## config.mk

```make
export PLATFORM = sky130hd
export DESIGN_NAME = sobm_ctrl
export DESIGN_NICKNAME = d
export VERILOG_FILES = /design/src/hdl/sobm_pkg.sv /design/src/hdl/sobm_ctrl.sv
export SDC_FILE = /design/constraint.sdc
export NUM_CORES = 1
export LEC_CHECK = 0
export BUFFER_PORTS_ARGS = -buffer_cell sky130_fd_sc_hd__buf_2
export CAP_MARGIN = 20
export CORE_AREA = 2 2 39 41
export CTS_CLUSTER_DIAMETER = 40
export DETAILED_ROUTE_END_ITERATION = 16
export DIE_AREA = 0 0 41 43
export HOLD_SLACK_MARGIN = 0.03
export SLEW_MARGIN = 5
export SYNTH_ARGS = -nofsm -noshare
export SYNTH_HDL_FRONTEND = slang
export SYNTH_SLANG_ARGS = --single-unit
```

## constraint.sdc

```tcl
create_clock -name clk -period 2.9 [get_ports clk]
set_input_delay 0.58 -clock clk [delete_from_list [all_inputs] [get_ports clk]]
set_output_delay 0.58 -clock clk [all_outputs]
set_load 0.01 [all_outputs]
```

## src/hdl/sobm_pkg.sv

```systemverilog
// Shared types and constants for the Sobel edge magnitude block.
package sobm_pkg;

  localparam int unsigned PIX_PORT_W = 8;
  localparam int unsigned MAG_W      = 8;
  localparam int unsigned ROW_W      = 12;
  localparam int unsigned COL_W      = 11;
  localparam int unsigned IW_W       = 12;
  localparam int unsigned IH_W       = 13;
  localparam int unsigned CFG_IDX_W  = 8;
  localparam int unsigned CFG_DATA_W = 13;

  localparam logic [CFG_IDX_W-1:0] CFG_IMAGE_WIDTH  = 8'd0;
  localparam logic [CFG_IDX_W-1:0] CFG_IMAGE_HEIGHT = 8'd1;

  localparam logic [IW_W-1:0] WIDTH_RESET  = 12'd640;
  localparam logic [IH_W-1:0] HEIGHT_RESET = 13'd480;
  localparam logic [IH_W-1:0] HEIGHT_MAX   = 13'd4096;

  typedef enum logic [2:0] {
    S_IDLE,
    S_POS,
    S_LOAD,
    S_GRAD,
    S_SQ,
    S_SUM,
    S_ROOT,
    S_OUT
  } state_t;

  typedef struct packed {
    logic take;
    logic pos;
    logic load;
    logic grad;
    logic square;
    logic sum;
    logic root;
  } ctrl_cmd_t;

  typedef struct packed {
    logic pending;
    logic root_done;
  } dp_stat_t;

endpackage

```

## src/hdl/sobm_ctrl.sv

```systemverilog
// Controller state machine sequencing position, load, gradient, square, sum, square root and output.
module sobm_ctrl (
  input  logic                 clk,
  input  logic                 rst_n,
  input  logic                 in_valid,
  output logic                 in_ready,
  output logic                 out_valid,
  input  logic                 out_ready,
  input  sobm_pkg::dp_stat_t   stat,
  output sobm_pkg::ctrl_cmd_t  cmd
);

  sobm_pkg::state_t state_r, state_nxt;

  always_ff @(posedge clk) begin
    if (!rst_n) begin
      state_r <= sobm_pkg::S_IDLE;
    end else begin
      state_r <= state_nxt;
    end
  end

  always_comb begin
    state_nxt = state_r;
    unique case (state_r)
      sobm_pkg::S_IDLE: if (in_valid) state_nxt = sobm_pkg::S_POS;
      sobm_pkg::S_POS:  state_nxt = sobm_pkg::S_LOAD;
      sobm_pkg::S_LOAD: state_nxt = sobm_pkg::S_GRAD;
      sobm_pkg::S_GRAD: state_nxt = stat.pending ? sobm_pkg::S_SQ : sobm_pkg::S_IDLE;
      sobm_pkg::S_SQ:   state_nxt = sobm_pkg::S_SUM;
      sobm_pkg::S_SUM:  state_nxt = sobm_pkg::S_ROOT;
      sobm_pkg::S_ROOT: if (stat.root_done) state_nxt = sobm_pkg::S_OUT;
      sobm_pkg::S_OUT:  if (out_ready) state_nxt = sobm_pkg::S_GRAD;
      default:          state_nxt = sobm_pkg::S_IDLE;
    endcase
  end

  always_comb begin
    cmd       = '0;
    in_ready  = 1'b0;
    out_valid = 1'b0;
    unique case (state_r)
      sobm_pkg::S_IDLE: begin
        in_ready = 1'b1;
        cmd.take = in_valid;
      end
      sobm_pkg::S_POS:  cmd.pos = 1'b1;
      sobm_pkg::S_LOAD: cmd.load = 1'b1;
      sobm_pkg::S_GRAD: cmd.grad = stat.pending;
      sobm_pkg::S_SQ:   cmd.square = 1'b1;
      sobm_pkg::S_SUM:  cmd.sum = 1'b1;
      sobm_pkg::S_ROOT: cmd.root = 1'b1;
      sobm_pkg::S_OUT:  out_valid = 1'b1;
      default: begin
        cmd = '0;
      end
    endcase
  end

endmodule

```

==> metrics <==
outcome finished clean; number of buffers inserted for hold repair after clock tree synthesis 0; class of the worst hold path in2reg; setup repair after global routing missed its margin no; Antenna Nets Post-Route 0; relative area change from synthesis to final layout 31.07%; antenna violations before repair 0; post-layout min period 1.837 ns; final setup violation count 0; vias after detailed routing 245; Die Outline Area 0.001763 mm²; Vias per Instance 4.375; count of inserted antenna diode cells 0; cell leakage power roughly 0.15 nW; Worst Skew 0.0007493 ns; Final GP Congestion 0.6226; Setup TNS Final 0 ns; First DRT Iteration DRCs 6; endpoint type of the worst setup path output port; via count of the first global-routing pass 242; core box area 0.001384 mm²; Post-synth top flop sky130_fd_sc_hd__dfxtp_1; largest registers in the final layout state_r x3; mean instance size in the synthesized netlist 10.31 µm²; die outline height roughly 43 µm; Yosys Warn Count 0; measured slew at the worst slew-check pin roughly 0.47 ns; deepest level of the CTS H-tree 1; first-pass GRT wire length 952 µm; CP Max Fanout 13; post-CTS setup buffer count 0; initial core utilization 18.63%; Clock transition at path regs approximately 0.04 ns; max reg flops 3; Final Routed Wirelength 569 µm; Cell variety after synth 18; final max-slew violation count 0; Peak VDD IR 0.1381 mV; final cell count without fillers 56; number of enable-type register cells in the synthesized netlist 0; most used standard cells in the synthesized netlist sky130_fd_sc_hd__dfxtp_1, sky130_fd_sc_hd__nor3b_1, sky130_fd_sc_hd__a221oi_2, sky130_fd_sc_hd__buf_6, sky130_fd_sc_hd__inv_1; Fin. Hold Viols 0; cell count after synthesis 25; leading post-synthesis cells by cell area sky130_fd_sc_hd__dfxtp_1, sky130_fd_sc_hd__a221oi_2, sky130_fd_sc_hd__buf_6, sky130_fd_sc_hd__nor3b_1, sky130_fd_sc_hd__nand3_4; number of synthesized register bits 3; number of placed instances with taps included 52; FP Rows 14; post-synthesis sequential area ratio between 20% and 30%; DR WL/cell 10.16 µm; cell taking the most area after synthesis sky130_fd_sc_hd__dfxtp_1; CTS root buf sky130_fd_sc_hd__clkbuf_4; total CTS buffers 3; DRC viols 0; fraction of final layout cells sized beyond drive strength 1 60.00%; worst slew margin relative to its limit about two thirds; maximum number of buffers from clock root to sink 2; Yosys top cell area share 23.30%; Worst Path Required 2.32 ns; CP Class reg2out; category of the worst setup path launch point flip-flop; tightest hold margin between 0.5 and 0.6 ns; register name with the most flops state_r; count of buffers from port buffering 14; number of gates resized after cts 0; remaining global-route overflow 0; Mapped Area between 200 and 300 µm²; upper clock frequency limit approximately 0.54 GHz; share of flip-flops with an asynchronous set or reset 0%; ratio of final minimum period to clock period 63.33%; overall die width 41 µm; IO Pins 15; net count reported at finish 47; power per cell area 461.2 mW/mm²; arrival time at the worst endpoint 1.26 ns; Detailed Routing Iterations Pass 1 3; synthesized netlist net count 31; worst-skew pair later-pin latency 0.23 ns; count of clock tree sinks 3; all-layer global routing usage just under 9%; largest net degree at the start of global routing 14; clock tree from TritonCTS yes; number of maximum-capacitance violations 0
==> per-layer routing <==
| layer | GRT usage [%] | up-vias | routed length, µm |
|---|---|---|---|
| li1 | - | 124 | - |
| met1 | 10.58 | 108 | 254 |
| met2 | 10.31 | 11 | 251 |
| met3 | 1.571 | 2 | 41 |
| met4 | 12.00 | 0 | 22 |
| met5 | 0 | - | 0 |
==> cells by family (layout without fill, tap and decap cells) <==
| group | Yosys count | in the layout | synth area share [%] |
|---|---|---|---|
| AND/OR/NAND/NOR | 11 | 11 | 34.46 |
| buffers and inverters | 5 | 20 | 16.99 |
| AO/OA/AOI/OAI | 6 | 6 | 25.25 |
| flip-flops | 3 | 3 | 23.30 |
==> area by class of cell <==
cell class                      count  area (µm²)
Tap cell                           16       20.02
Inverter                            2       7.507
Sequential cell                     3       60.06
Multi-Input combinational cell     17       153.9
Fill cell                         164        1046
Clock buffer                        4       26.28
Timing Repair Buffer               14       70.07
==> worst paths after layout <==
check / start / cells after the start / slack [ns] / endpoint
max reg2reg: state_r[0] / 2 / 1.70 / state_r[0]
min reg2reg: state_r[2] / 2 / 0.63 / state_r[0]
min: out_ready / 2 / 0.53 / state_r[2]
max: state_r[1] / 2 / 1.06 / out_valid
==> worst max-delay path, cell delays in order, from the launching register on <==
cell and delay [ns]:
sky130_fd_sc_hd__dfxtp_1 0.61, sky130_fd_sc_hd__and3_2 0.29, sky130_fd_sc_hd__buf_2 0.13
==> report_power, final <==
part / leakage [nW] / internal, mW / switching [mW]
sequential: 0.0247 / 0.0442 / 0.00995
clock: 0.0150 / 0.0517 / 0.0230
combinational: 0.114 / 0.0149 / 0.0121
total: 0.154 / 0.111 / 0.0451
==> metrics by stage <==
stage	area [µm²]	utilization, %	power [mW]	worst slack (ns)
2_1_floorplan	257.7	-	0.07474	1.398
3_3_place_gp	311.5	22.51	0.08148	1.302
3_5_place_dp	311.5	22.51	0.08203	1.298
4_1_cts	337.8	24.41	0.1603	1.039
5_1_grt	337.8	24.41	0.1674	0.9349
6_report	337.8	24.41	0.1558	1.063
==> placed cells by master, fill, tap and decap left out <==
cell type and n:
sky130_fd_sc_hd__o21ai_1 1, sky130_fd_sc_hd__a221oi_2 2, sky130_fd_sc_hd__and3_2 1, sky130_fd_sc_hd__nor2_1 1, sky130_fd_sc_hd__dfxtp_1 3, sky130_fd_sc_hd__and3b_4 1
sky130_fd_sc_hd__clkbuf_4 3, sky130_fd_sc_hd__inv_1 2, sky130_fd_sc_hd__nor3b_1 3, sky130_fd_sc_hd__nand2_1 1, sky130_fd_sc_hd__and2_1 1, sky130_fd_sc_hd__nor3_2 1
sky130_fd_sc_hd__nor3_1 1, sky130_fd_sc_hd__o31ai_1 1, sky130_fd_sc_hd__clkbuf_1 1, sky130_fd_sc_hd__nand3_4 1, sky130_fd_sc_hd__o41ai_2 1, sky130_fd_sc_hd__buf_2 14
sky130_fd_sc_hd__a31oi_1 1
No activity file was read; power rests on OpenSTA's default activity.
